**src/hdl/ppmd_pkg.sv**
```systemverilog
// Shared types and constants for the PID position motor drive.
// Used by ppmd_regs, ppmd_ctrl, ppmd_datapath and the top level.
`default_nettype none

package ppmd_pkg;

   // Default width of the kept error integral
   localparam int INTEG_WIDTH_DEF = 24;

   // Field and register widths
   localparam int ANGLE_W  = 10;
   localparam int LIMIT_W  = 8;
   localparam int SAMPLE_W = 10;
   localparam int GAIN_W   = 16;
   localparam int AGAIN_W  = 13;
   localparam int OFFS_W   = 10;
   localparam int ERR_W    = 15;
   localparam int DERR_W   = 16;
   localparam int MOP_W    = GAIN_W + 1;   // signed gain operand of the multiplier
   localparam int CSR_IDX_W  = 3;
   localparam int CSR_DATA_W = 16;

   // Register indexes
   localparam logic [CSR_IDX_W-1:0] REG_PROP_GAIN   = 3'd0;
   localparam logic [CSR_IDX_W-1:0] REG_DERIV_GAIN  = 3'd1;
   localparam logic [CSR_IDX_W-1:0] REG_INTEG_GAIN  = 3'd2;
   localparam logic [CSR_IDX_W-1:0] REG_ANGLE_GAIN  = 3'd3;
   localparam logic [CSR_IDX_W-1:0] REG_ZERO_OFFSET = 3'd4;
   localparam logic [CSR_IDX_W-1:0] REG_INTEG_THR   = 3'd5;

   // Register reset values
   localparam logic [GAIN_W-1:0] PROP_GAIN_RST  = 16'd128;
   localparam logic [GAIN_W-1:0] DERIV_GAIN_RST = 16'd128;

   typedef struct packed {
      logic [GAIN_W-1:0]         prop_gain;
      logic [GAIN_W-1:0]         deriv_gain;
      logic [GAIN_W-1:0]         integ_gain;
      logic signed [AGAIN_W-1:0] angle_gain;
      logic [OFFS_W-1:0]         zero_offset;
      logic [OFFS_W-1:0]         integ_threshold;
   } cfg_type;

   // Multiplier operand selection
   typedef enum logic [1:0] {
      MSEL_GOAL  = 2'd0,
      MSEL_PROP  = 2'd1,
      MSEL_DERIV = 2'd2,
      MSEL_INTEG = 2'd3
   } msel_type;

   // Drive accumulator operation
   typedef enum logic [1:0] {
      ACC_HOLD = 2'd0,
      ACC_LOAD = 2'd1,
      ACC_SUB  = 2'd2,
      ACC_ADD  = 2'd3
   } acc_op_type;

   // Controller states
   typedef enum logic [7:0] {
      ST_IDLE     = 8'b0000_0001,
      ST_MUL_GOAL = 8'b0000_0010,
      ST_ERROR    = 8'b0000_0100,
      ST_MUL_PROP = 8'b0000_1000,
      ST_MUL_DER  = 8'b0001_0000,
      ST_MUL_INT  = 8'b0010_0000,
      ST_SUM      = 8'b0100_0000,
      ST_OUT      = 8'b1000_0000
   } state_type;

   // Commands from controller to datapath
   typedef struct packed {
      logic       load_req;
      logic       mul_en;
      msel_type   msel;
      logic       calc_err;
      logic       upd_state;
      acc_op_type acc_op;
      logic       load_out;
   } cmd_type;

endpackage

`default_nettype wire

```
**src/hdl/ppmd_regs.sv**
```systemverilog
// Configuration register file for the PID position motor drive.
// Depends on ppmd_pkg for widths, register indexes and cfg_type.
`default_nettype none

module ppmd_regs
   import ppmd_pkg::*;
(
   input  wire logic                  clock,
   input  wire logic                  reset,
   input  wire logic                  csr_write,
   input  wire logic [CSR_IDX_W-1:0]  csr_index,
   input  wire logic [CSR_DATA_W-1:0] csr_wdata,
   output cfg_type                    cfg
);

   cfg_type cfg_ff, cfg_in;

   always_comb begin
      cfg_in = cfg_ff;
      if (csr_write) begin
         case (csr_index)
            REG_PROP_GAIN:   cfg_in.prop_gain       = csr_wdata;
            REG_DERIV_GAIN:  cfg_in.deriv_gain      = csr_wdata;
            REG_INTEG_GAIN:  cfg_in.integ_gain      = csr_wdata;
            REG_ANGLE_GAIN:  cfg_in.angle_gain      = $signed(csr_wdata[AGAIN_W-1:0]);
            REG_ZERO_OFFSET: cfg_in.zero_offset     = csr_wdata[OFFS_W-1:0];
            REG_INTEG_THR:   cfg_in.integ_threshold = csr_wdata[OFFS_W-1:0];
            default: ;  // drop writes to unused indexes
         endcase
      end
   end

   always_ff @(posedge clock) begin
      if (reset) begin
         cfg_ff.prop_gain       <= PROP_GAIN_RST;
         cfg_ff.deriv_gain      <= DERIV_GAIN_RST;
         cfg_ff.integ_gain      <= '0;
         cfg_ff.angle_gain      <= '0;
         cfg_ff.zero_offset     <= '0;
         cfg_ff.integ_threshold <= '0;
      end else begin
         cfg_ff <= cfg_in;
      end
   end

   assign cfg = cfg_ff;

endmodule

`default_nettype wire

```
**src/hdl/ppmd_ctrl.sv**
```systemverilog
// Sequencing state machine for the PID position motor drive.
// Depends on ppmd_pkg for state_type and cmd_type; drives the datapath commands.
`default_nettype none

module ppmd_ctrl
   import ppmd_pkg::*;
(
   input  wire logic clock,
   input  wire logic reset,
   input  wire logic req_valid,
   output logic      req_stall,
   output logic      rsp_valid,
   input  wire logic rsp_stall,
   output cmd_type   cmd
);

   state_type state_ff, state_in;
   logic      rsp_valid_ff, rsp_valid_in;
   logic      out_free;

   assign out_free = !rsp_valid_ff || !rsp_stall;

   always_comb begin
      state_in     = state_ff;
      cmd          = '0;
      cmd.msel     = MSEL_GOAL;
      cmd.acc_op   = ACC_HOLD;
      case (state_ff)
         ST_IDLE: begin
            if (req_valid) begin
               cmd.load_req = 1'b1;
               state_in     = ST_MUL_GOAL;
            end
         end
         ST_MUL_GOAL: begin
            cmd.mul_en = 1'b1;
            cmd.msel   = MSEL_GOAL;
            state_in   = ST_ERROR;
         end
         ST_ERROR: begin
            cmd.calc_err = 1'b1;
            state_in     = ST_MUL_PROP;
         end
         ST_MUL_PROP: begin
            cmd.mul_en    = 1'b1;
            cmd.msel      = MSEL_PROP;
            cmd.upd_state = 1'b1;
            state_in      = ST_MUL_DER;
         end
         ST_MUL_DER: begin
            cmd.mul_en = 1'b1;
            cmd.msel   = MSEL_DERIV;
            cmd.acc_op = ACC_LOAD;
            state_in   = ST_MUL_INT;
         end
         ST_MUL_INT: begin
            cmd.mul_en = 1'b1;
            cmd.msel   = MSEL_INTEG;
            cmd.acc_op = ACC_SUB;
            state_in   = ST_SUM;
         end
         ST_SUM: begin
            cmd.acc_op = ACC_ADD;
            state_in   = ST_OUT;
         end
         ST_OUT: begin
            // hold until the output register is free
            if (out_free) begin
               cmd.load_out = 1'b1;
               state_in     = ST_IDLE;
            end
         end
         default: state_in = ST_IDLE;
      endcase
   end

   assign rsp_valid_in = cmd.load_out ? 1'b1 : (rsp_valid_ff && rsp_stall);

   always_ff @(posedge clock) begin
      if (reset) begin
         state_ff     <= ST_IDLE;
         rsp_valid_ff <= 1'b0;
      end else begin
         state_ff     <= state_in;
         rsp_valid_ff <= rsp_valid_in;
      end
   end

   assign req_stall = (state_ff != ST_IDLE);
   assign rsp_valid = rsp_valid_ff;

endmodule

`default_nettype wire

```
**src/hdl/ppmd_datapath.sv**
```systemverilog
// Datapath of the PID position motor drive: one shared multiplier, error and
// integral state, drive accumulator and output clamp. Depends on ppmd_pkg.
`default_nettype none

module ppmd_datapath
   import ppmd_pkg::*;
#(
   parameter int INTEG_WIDTH = INTEG_WIDTH_DEF
) (
   input  wire logic                       clock,
   input  wire logic                       reset,
   input  cmd_type                         cmd,
   input  cfg_type                         cfg,
   input  wire logic signed [ANGLE_W-1:0]  req_target_angle,
   input  wire logic [LIMIT_W-1:0]         req_power_limit,
   input  wire logic [SAMPLE_W-1:0]        req_sensor_sample,
   output logic                            rsp_direction,
   output logic [LIMIT_W-1:0]              rsp_drive_power
);

   localparam int IW    = INTEG_WIDTH;
   localparam int PW    = MOP_W + IW;   // product width
   localparam int QW    = PW - 8;       // product after the Q8.8 scale
   localparam int ACC_W = IW + 11;

   localparam logic signed [IW-1:0] IMAX = {1'b0, {(IW-1){1'b1}}};
   localparam logic signed [IW-1:0] IMIN = {1'b1, {(IW-1){1'b0}}};

   // captured transaction
   logic signed [ANGLE_W-1:0] angle_ff;
   logic [LIMIT_W-1:0]        limit_ff;
   logic [SAMPLE_W-1:0]       sample_ff;

   // loop state
   logic signed [ERR_W-1:0]  last_error_ff;
   logic signed [IW-1:0]     integ_ff, integ_in;

   // working registers
   logic signed [ERR_W-1:0]  err_ff;
   logic signed [DERR_W-1:0] derr_ff;
   logic signed [PW-1:0]     prod_ff;
   logic signed [ACC_W-1:0]  acc_ff, acc_in;
   logic                     dir_ff, dir_in;
   logic [LIMIT_W-1:0]       power_ff, power_in;

   // multiplier operands
   logic signed [MOP_W-1:0]  mop_a;
   logic signed [IW-1:0]     mop_b;

   always_comb begin
      case (cmd.msel)
         MSEL_GOAL: begin
            mop_a = {{(MOP_W-AGAIN_W){cfg.angle_gain[AGAIN_W-1]}}, cfg.angle_gain};
            mop_b = {{(IW-ANGLE_W){angle_ff[ANGLE_W-1]}}, angle_ff};
         end
         MSEL_PROP: begin
            mop_a = {1'b0, cfg.prop_gain};
            mop_b = {{(IW-ERR_W){err_ff[ERR_W-1]}}, err_ff};
         end
         MSEL_DERIV: begin
            mop_a = {1'b0, cfg.deriv_gain};
            mop_b = {{(IW-DERR_W){derr_ff[DERR_W-1]}}, derr_ff};
         end
         MSEL_INTEG: begin
            mop_a = {1'b0, cfg.integ_gain};
            mop_b = integ_ff;
         end
         default: begin
            mop_a = '0;
            mop_b = '0;
         end
      endcase
   end

   // Q8.8 scale with truncation toward zero: bias negatives by 255 before the shift
   logic signed [PW-1:0] prod_adj;
   logic signed [QW-1:0] prod_q;
   logic signed [ACC_W-1:0] prod_ext;

   assign prod_adj = prod_ff + $signed({{(PW-8){1'b0}}, {8{prod_ff[PW-1]}}});
   assign prod_q   = prod_adj[PW-1:8];
   assign prod_ext = {{(ACC_W-QW){prod_q[QW-1]}}, prod_q};

   // error and its difference; the goal is known to fit the error width
   logic signed [DERR_W-1:0] err_w;
   logic signed [DERR_W-1:0] derr_w;

   assign err_w  = $signed({prod_q[ERR_W-1], prod_q[ERR_W-1:0]})
                 + $signed({{(DERR_W-OFFS_W){1'b0}}, cfg.zero_offset})
                 - $signed({{(DERR_W-SAMPLE_W){1'b0}}, sample_ff});
   assign derr_w = err_w - $signed({last_error_ff[ERR_W-1], last_error_ff});

   // integral: clear on large error, else add the error and saturate
   logic signed [IW:0]    integ_sum;
   logic [ERR_W-1:0]      abs_err;

   assign integ_sum = $signed({integ_ff[IW-1], integ_ff})
                    + $signed({{(IW+1-ERR_W){err_ff[ERR_W-1]}}, err_ff});
   assign abs_err   = err_ff[ERR_W-1] ? (~err_ff + 1'b1) : err_ff;

   always_comb begin
      if (abs_err > {{(ERR_W-OFFS_W){1'b0}}, cfg.integ_threshold}) begin
         integ_in = '0;
      end else if (integ_sum[IW] != integ_sum[IW-1]) begin
         integ_in = integ_sum[IW] ? IMIN : IMAX;
      end else begin
         integ_in = integ_sum[IW-1:0];
      end
   end

   always_comb begin
      case (cmd.acc_op)
         ACC_LOAD: acc_in = prod_ext;
         ACC_SUB:  acc_in = acc_ff - prod_ext;
         ACC_ADD:  acc_in = acc_ff + prod_ext;
         default:  acc_in = acc_ff;
      endcase
   end

   // clamp to +-limit and split into sign and magnitude
   logic signed [ACC_W-1:0] lim_pos;
   logic signed [ACC_W-1:0] lim_neg;
   logic [ACC_W-1:0]        acc_neg;

   assign lim_pos = $signed({{(ACC_W-LIMIT_W){1'b0}}, limit_ff});
   assign lim_neg = -lim_pos;
   assign acc_neg = ~acc_ff + 1'b1;

   always_comb begin
      if (acc_ff > lim_pos) begin
         dir_in   = (limit_ff != '0);
         power_in = limit_ff;
      end else if (acc_ff < lim_neg) begin
         dir_in   = 1'b0;
         power_in = limit_ff;
      end else if (acc_ff > 0) begin
         dir_in   = 1'b1;
         power_in = acc_ff[LIMIT_W-1:0];
      end else begin
         dir_in   = 1'b0;
         power_in = acc_neg[LIMIT_W-1:0];
      end
   end

   always_ff @(posedge clock) begin
      if (reset) begin
         last_error_ff <= '0;
         integ_ff      <= '0;
      end else if (cmd.upd_state) begin
         last_error_ff <= err_ff;
         integ_ff      <= integ_in;
      end
   end

   always_ff @(posedge clock) begin
      if (cmd.load_req) begin
         angle_ff  <= req_target_angle;
         limit_ff  <= req_power_limit;
         sample_ff <= req_sensor_sample;
      end
      if (cmd.mul_en) begin
         prod_ff <= mop_a * mop_b;
      end
      if (cmd.calc_err) begin
         err_ff  <= err_w[ERR_W-1:0];
         derr_ff <= derr_w;
      end
      acc_ff <= acc_in;
      if (cmd.load_out) begin
         dir_ff   <= dir_in;
         power_ff <= power_in;
      end
   end

   assign rsp_direction   = dir_ff;
   assign rsp_drive_power = power_ff;

endmodule

`default_nettype wire

```
**src/hdl/pid_position_motor_drive.sv**
```systemverilog
// PID position motor drive. Each transaction carries a target angle, a power
// limit and one sensor sample, and yields one result: direction and drive
// magnitude. After acceptance it steps through MUL_GOAL, ERROR, MUL_PROP,
// MUL_DER, MUL_INT, SUM and OUT before the next can be accepted; the single
// 17 x INTEG_WIDTH multiplier forms the goal, proportional, derivative and
// integral products in turn. The result sits in an output register, so a new
// transaction may be accepted while it waits to be taken. The user writes
// registers through the csr_ port only while the block is idle; the block does
// not enforce this. Depends on ppmd_pkg, ppmd_regs, ppmd_ctrl, ppmd_datapath.
`default_nettype none

module pid_position_motor_drive
   import ppmd_pkg::*;
#(
   parameter int INTEG_WIDTH = INTEG_WIDTH_DEF
) (
   input  wire logic                      clock,
   input  wire logic                      reset,
   input  wire logic                      req_valid,
   output logic                           req_stall,
   input  wire logic signed [ANGLE_W-1:0] req_target_angle,
   input  wire logic [LIMIT_W-1:0]        req_power_limit,
   input  wire logic [SAMPLE_W-1:0]       req_sensor_sample,
   output logic                           rsp_valid,
   input  wire logic                      rsp_stall,
   output logic                           rsp_direction,
   output logic [LIMIT_W-1:0]             rsp_drive_power,
   input  wire logic                      csr_write,
   input  wire logic [CSR_IDX_W-1:0]      csr_index,
   input  wire logic [CSR_DATA_W-1:0]     csr_wdata
);

   cfg_type cfg;
   cmd_type cmd;

   ppmd_regs u_regs (
      .clock     (clock),
      .reset     (reset),
      .csr_write (csr_write),
      .csr_index (csr_index),
      .csr_wdata (csr_wdata),
      .cfg       (cfg)
   );

   ppmd_ctrl u_ctrl (
      .clock     (clock),
      .reset     (reset),
      .req_valid (req_valid),
      .req_stall (req_stall),
      .rsp_valid (rsp_valid),
      .rsp_stall (rsp_stall),
      .cmd       (cmd)
   );

   ppmd_datapath #(
      .INTEG_WIDTH (INTEG_WIDTH)
   ) u_datapath (
      .clock             (clock),
      .reset             (reset),
      .cmd               (cmd),
      .cfg               (cfg),
      .req_target_angle  (req_target_angle),
      .req_power_limit   (req_power_limit),
      .req_sensor_sample (req_sensor_sample),
      .rsp_direction     (rsp_direction),
      .rsp_drive_power   (rsp_drive_power)
   );

endmodule

`default_nettype wire
```
**config.mk**
```make
export PLATFORM = sky130hd
export DESIGN_NAME = pid_position_motor_drive
export DESIGN_NICKNAME = d
export VERILOG_FILES = /design/src/hdl/ppmd_pkg.sv /design/src/hdl/ppmd_regs.sv /design/src/hdl/ppmd_ctrl.sv /design/src/hdl/ppmd_datapath.sv /design/src/hdl/pid_position_motor_drive.sv
export SDC_FILE = /design/constraint.sdc
export NUM_CORES = 2
export LEC_CHECK = 0
export ABC_AREA = 1
export BUFFER_PORTS_ARGS = -buffer_cell sky130_fd_sc_hd__buf_2
export CAP_MARGIN = 25
export CELL_PAD_IN_SITES_DETAIL_PLACEMENT = 1
export CELL_PAD_IN_SITES_GLOBAL_PLACEMENT = 1
export CORE_MARGIN = 3
export CORE_UTILIZATION = 49
export DETAILED_ROUTE_END_ITERATION = 8
export MAX_ROUTING_LAYER = met4
export PLACE_DENSITY_LB_ADDON = 0.1
export SLEW_MARGIN = 10
export SYNTH_ARGS = -nofsm -noshare
export SYNTH_HDL_FRONTEND = slang
export SYNTH_HIERARCHICAL = 1
export SYNTH_SLANG_ARGS = --single-unit
export TNS_END_PERCENT = 1
```
**constraint.sdc**
```tcl
create_clock -name clock -period 9.6 [get_ports clock]
set_input_delay 1.44 -clock clock [delete_from_list [all_inputs] [get_ports clock]]
set_output_delay 1.44 -clock clock [all_outputs]
set_load 0.01 [all_outputs]
```
==> Yosys cells after proc, flatten, opt, wreduce, memory -nomap -nowiden <==
Cells that the tools add are included.
{ "totals": {"in_bits": 52, "elab_cells": 99, "out_inout_bits": 11, "register_bits": 273} }
{ "classes": {"addsub": 10, "mux": 25, "n_eq_ne": 23, "n_mul": 1, "reduce_logical": 15, "order_cmp": 4, "bitwise_logic": 2} }
{ "op_table": {"columns": ["op", "count"], "rows": [
  ["$pmux W35 S3", 1],
  ["$pmux W24 S4", 1],
  ["$mux W24", 3],
  ["$pmux W17 S4", 1],
  ["$pmux W8 S8", 1],
  ["$add A41 B9 Y41", 1],
  ["$mul A17 B24 Y41", 1],
  ["$mux W8", 5],
  ["$add A35 B33 Y35", 1],
  ["$gt A35 B1 Y1 const B", 1],
  ["$gt A35 B9 Y1", 1],
  ["$lt A35 B35 Y1", 1],
  ["$neg A8 Y35", 1],
  ["$sub A35 B33 Y35", 1],
  ["$add A24 B15 Y25", 1],
  ["$add A15 B11 Y16", 1],
  ["$sub A16 B11 Y16", 1],
  ["$sub A16 B15 Y16", 1],
  ["$add A15 B1 Y15 const B", 1],
  ["$gt A15 B10 Y1", 1],
  ["$mux W15", 1],
  ["$not A15 Y15", 1],
  ["$reduce_and A2 Y1", 7],
  ["$pmux W3 S4", 1],
  ["other kinds (28)", 44]
]} }

==> Logic depth before layout (Yosys ltp) <==
{ "logic_depth": {"depth_word": 5, "depth_mapped": 40, "mapped_depth_nobuf": 38} }

==> Modules after synthesis <==
Netlist, hierarchy kept.
{ "by_module_without_submodules": {"columns": ["mod", "area_per_inst_um2", "instances", "seq_area_each_um2", "cells_per_inst"], "rows": [
  ["ppmd_datapath", 30241.5, 1, 5104.9, 3818],
  ["ppmd_regs", 3280.6, 1, 1621.6, 470],
  ["ppmd_ctrl", 550.5, 1, 180.2, 80]
]} }

==> Worst setup path before layout <==
OpenSTA, ideal clock, no wires.
{ "synth_timing": {"kind": "register -> register", "from": "reg u_ctrl.state_ff[3]", "to": "reg u_datapath.prod_ff[32] (data pin)", "n_path_buf": 2, "period_less_slack_ps": 7167, "stages_incl_launch_ff": 38, "t_arrival_ps": 6910, "required_time_ps": 9344, "slack_ps": 2433, "path_cell_list": "dfxtp_1 > inv_2 > nand2_4 > nor2_8 > nand2_2 > nand2_1 > inv_1 > nor2_1 > clkbuf_1 > nand2_1 > nand2_1 > o21ai_1 > inv_1 > clkbuf_1 > nand2_1 > fa_1 > fa_1 > fa_1 > [2 not listed] > fa_1 > inv_1 > fa_1 > inv_1 > ha_1 > nand2_1 > nor2_1 > inv_1 > o21ai_1 > a21boi_1 > o21bai_1 > a21boi_1 > o21ai_1 > nand2_1 > inv_1 > nor2_1 > nand2_1 > nand2_1"} }
{ "synth_lines": {"columns": ["element", "line_no", "rtl"], "rows": [
  ["start: declaration", "ppmd_ctrl.sv:17", "state_type state_ff, state_in;"],
  ["start signal: assignment", "ppmd_ctrl.sv:84", "state_ff <= state_in;"],
  ["end signal: assignment", "ppmd_datapath.sv:162", "prod_ff <= mop_a * mop_b;"],
  ["end: declaration", "ppmd_datapath.sv:41", "logic signed [PW-1:0] prod_ff;"]
]} }

==> impl_results.md <==
- Outcome: finished, final reports clean
- Syn avg cell area: 7.801 µm²
- Hold WC Path Type: flip-flop to flip-flop
- Routed WL: 114200 µm
- # hold bufs at CTS: 0
- Yosys cell types: 62
- Vias: about 30000
- Dpl cells: 5304
- Post-cts sizing count: 0
- Die Span Y: 269.7 µm
- Ys async rst share: 0
- Hold Path Origin: u_datapath/last_error_ff[12]
- Die W: between 200 and 300 µm
- Yosys reg bits: 273
- # Post-CTS Setup Buffers: 0
- HPWL after DPL: between 90000 and 100000 µm
- Warnings, synthesis: 6
- Minimum clock period: 8.884 ns
- Worst VDD drop: 0.0001296 V
- TNS Setup: 0 ns
- Worst R2R Start: u_ctrl/state_ff[3]
- Max Fanout on Critical Path: 22
- Min Hold Slack: 0.4677 ns
- DR DRC count: 0
- Syn nets: 5090
- Non-Filler Instances: 5373
- Int Pwr: 2684 µW
- Hold path depth: 2
- Clk slew on worst S/H paths: roughly 0.060 ns
- Clock buffer count from CTS: 36
- Part of the power in the clock network: 0.341
- First-pass GRT wire length: 182600 µm
- Final hold vios: 0
- Endpoints failing setup: 0
- Post-Syn Instances: 4368
- RSZ-0062 raised after global routing: false
- Overall power: between 4000 and 5000 µW
- Routability-driven placement congestion ratio: 0.9544
- H-tree Lvls: 2
- Register area share after synthesis: 0.2027
- Largest stage delay, worst path: 0.78 ns
- Grt ovf: 0
- Crit. End Element: flip-flop
- Worst setup SP type: flip-flop
- Initial antenna violation count: 0
- Wire per inst: 21.25 µm
- Top FF cell, synth: edfxtp_1
- Vias in the first global route: 32673
- Drt pass-1 iters: 5
- Net Switching: 1551 µW
- Sequential share of power: 0.316
- Max-slew violation count: 0
- CP required: 9.91 ns
- IO buf count: between 60 and 70
- Reg2reg end: u_datapath/prod_ff[37]
- Pre-CTS WS: slightly below 0.6 ns
- Cell area after synthesis: 34070 µm²
- DRT iter0 DRCs: 1806
- NumNets Final: 5136
- Buf/Inv on CP: 7
- Delay-heaviest family, CP: adder cells
- Share of layout cells above drive strength 1: 0.07294
- Combinational share of power: 0.343
- Critical Setup Path Class: flip-flop to flip-flop
- Relative slew slack: 0.3353
- Leakage power: 0.01799 µW
- Worst reg2reg setup slack: 0.72 ns
- Core footprint: 68710 µm²
- Worst-case clock skew: 0.03390 ns
- Worst slew pin tran: roughly 1.0 ns
- Insertion delay to the later sink of the worst-skew pair: 0.57 ns
- DRT antenna net count: 0
- Setup ws final: between 0.7 and 0.8 ns
- P&R area growth vs syn: 8.053%
- Ant diodes: 0
- Row cnt: 96
- WHS Endpoint: u_datapath/last_error_ff[12]
- Reg2Reg Depth: 32
- Worst path arrival time: 9.20 ns
- Pwr dens: 115.0 nW/µm²
- Largest net degree at the start of global routing: 82
- Die area: 72740 µm²
- CTS tree: done
- Max Cap Viol: 0
- DR vias/cell: between 5 and 6
- Fmax: between 0.1 and 0.15 GHz
- CTS max path bufs: 3
- Initial Util: 0.4959
- Final worst path period share: 0.9254
- Root Buffer: clkbuf_16
- Top-level I/O count: 63
- EDFF count, synth: 144
- Switch share: 0.3663
- Gr usage total: 0.3290
- Crit-path slowest cell: inv_1
- # clock sinks: approximately 270
tightest hold or removal path, delay by kind of cell, from the launching register on:
| kind | cells | cell delay [ns] |
|---|---|---|
| buffers and inverters | 1 | 0.06 |
| AO/OA/AOI/OAI | 1 | 0.06 |
| flip-flops | 1 | 0.30 |
placed cells by master, fill, tap and decap left out, drive strengths merged, types with 4 or more instances in the layout:
master,n
nand2,930
inv,786
nor2,567
fa,414
ha,256
a21oi,238
nand3,212
o21ai,193
edfxtp,144
dfxtp,129
buf,118
xor2,104
clkbuf,47
xnor2,44
nand4,37
nor3,35
a221oi,24
or2,20
clkinv,20
nor4,19
a31oi,12
o21a,12
a21o,11
o2111ai,10
o21bai,9
o211ai,9
nand3b,8
a21boi,7
bufinv,5
o221ai,5
o31ai,4
synth_stat cells, types with 5 or more instances:
| cell type | n | share of area |
|---|---|---|
| ha_1 | 256 | 0.094 |
| o21a_1 | 12 | 0.0026 |
| nand3_1 | 201 | 0.030 |
| a221oi_1 | 24 | 0.0062 |
| nand3b_1 | 8 | 0.0018 |
| xnor2_1 | 44 | 0.011 |
| a21o_1 | 11 | 0.0024 |
| buf_4 | 8 | 0.0018 |
| clkbuf_1 | 74 | 0.0082 |
| o21ai_1 | 22 | 0.0032 |
| nor4_1 | 19 | 0.0035 |
| buf_2 | 15 | 0.0022 |
| nand2_1 | 888 | 0.098 |
| nor2_4 | 13 | 0.0043 |
| o21bai_1 | 9 | 0.0020 |
| a31oi_1 | 12 | 0.0022 |
| inv_1 | 763 | 0.084 |
| fa_1 | 414 | 0.24 |
| nor3_1 | 33 | 0.0048 |
| nand2_4 | 10 | 0.0033 |
| o211ai_1 | 9 | 0.0020 |
| or2_2 | 19 | 0.0035 |
| nand2_2 | 31 | 0.0057 |
| inv_2 | 21 | 0.0023 |
| o21ai_0 | 169 | 0.025 |
| nand4_1 | 35 | 0.0064 |
| dfxtp_1 | 129 | 0.076 |
| o221ai_1 | 5 | 0.0013 |
| xor2_1 | 104 | 0.027 |
| clkinv_1 | 7 | 0.00077 |
| nor2_1 | 533 | 0.059 |
| nor2_2 | 20 | 0.0037 |
| edfxtp_1 | 144 | 0.13 |
| a21oi_1 | 235 | 0.035 |
| nand3_2 | 9 | 0.0026 |
| o2111ai_1 | 10 | 0.0026 |
| buf_1 | 9 | 0.00099 |
per-layer routing:
metal / GRT usage / wire (µm)
met1: 0.4031 / 47220
met2: 0.5655 / 56670
met3: 0.03675 / 5913
met4: 0.1145 / 4385
met5: - / 0
worst max path at each step:
| stage | from | end | slack (ns) | depth (start not counted) |
|---|---|---|---|---|
| after floorplan | u_ctrl/state_ff[3] | u_datapath/prod_ff[32] | 2.43 | 37 |
| after global placement | u_ctrl/state_ff[3] | u_datapath/prod_ff[37] | 0.83 | 32 |
| after detailed placement | u_ctrl/state_ff[1] | u_datapath/prod_ff[40] | 0.59 | 33 |
| after CTS | u_ctrl/state_ff[3] | u_datapath/prod_ff[40] | 0.55 | 33 |
| after global routing | u_ctrl/state_ff[3] | u_datapath/prod_ff[37] | 0.13 | 32 |
| final | u_ctrl/state_ff[3] | u_datapath/prod_ff[37] | 0.72 | 32 |
cells by family after synthesis:
family | after synthesis | share of synthesized area
compound gates | 541 | 0.08945
xor+xnor | 148 | 0.03804
fa+ha+maj | 670 | 0.3373
buf+inv | 904 | 0.1019
flops | 273 | 0.2027
simple gates | 1832 | 0.2306
power by group through the flow:
| stage | registers, µW | clock network, µW | logic, µW |
|---|---|---|---|
| after global routing | 1340 | 1530 | 1640 |
| after global placement | 1360 | 0 | 1390 |
| final | 1340 | 1450 | 1450 |
| after floorplan | 1350 | 0 | 1000 |
| after CTS | 1340 | 1480 | 1460 |
| after detailed placement | 1360 | 0 | 1440 |
per-stage QoR:
stage | area [µm²] | util
after CTS | 36750 | 0.5349
after detailed placement | 35500 | 0.5167
after global routing | 36820 | 0.5359
after floorplan | 34070 | -
final | 36820 | 0.5359
after global placement | 35500 | 0.5167
sequential cells by signal, summed over array words and instances (netlist names):
signal / count
u_datapath/sample_ff: 10
u_datapath/prod_ff: 41
u_datapath/derr_ff: 16
u_regs/cfg: 81
u_datapath/integ_ff: 24
u_datapath/rsp_drive_power: 8
u_datapath/rsp_direction: 1
u_datapath/acc_ff: 35
u_datapath/last_error_ff: 15
u_datapath/err_ff: 15
u_datapath/limit_ff: 8
u_ctrl/rsp_valid: 1
u_ctrl/state_ff: 8
u_datapath/angle_ff: 10
cell type report:
class	count	area, µm²
clock inverters	20	271.5
well taps	931	1165
repair buffers	119	780.7
fillers	8666	31890
clock buffers	46	979.7
inverters	793	2983
flip-flops and latches	273	6907
multi-input cells	3191	23730
No activity file was read; power rests on OpenSTA's default activity.
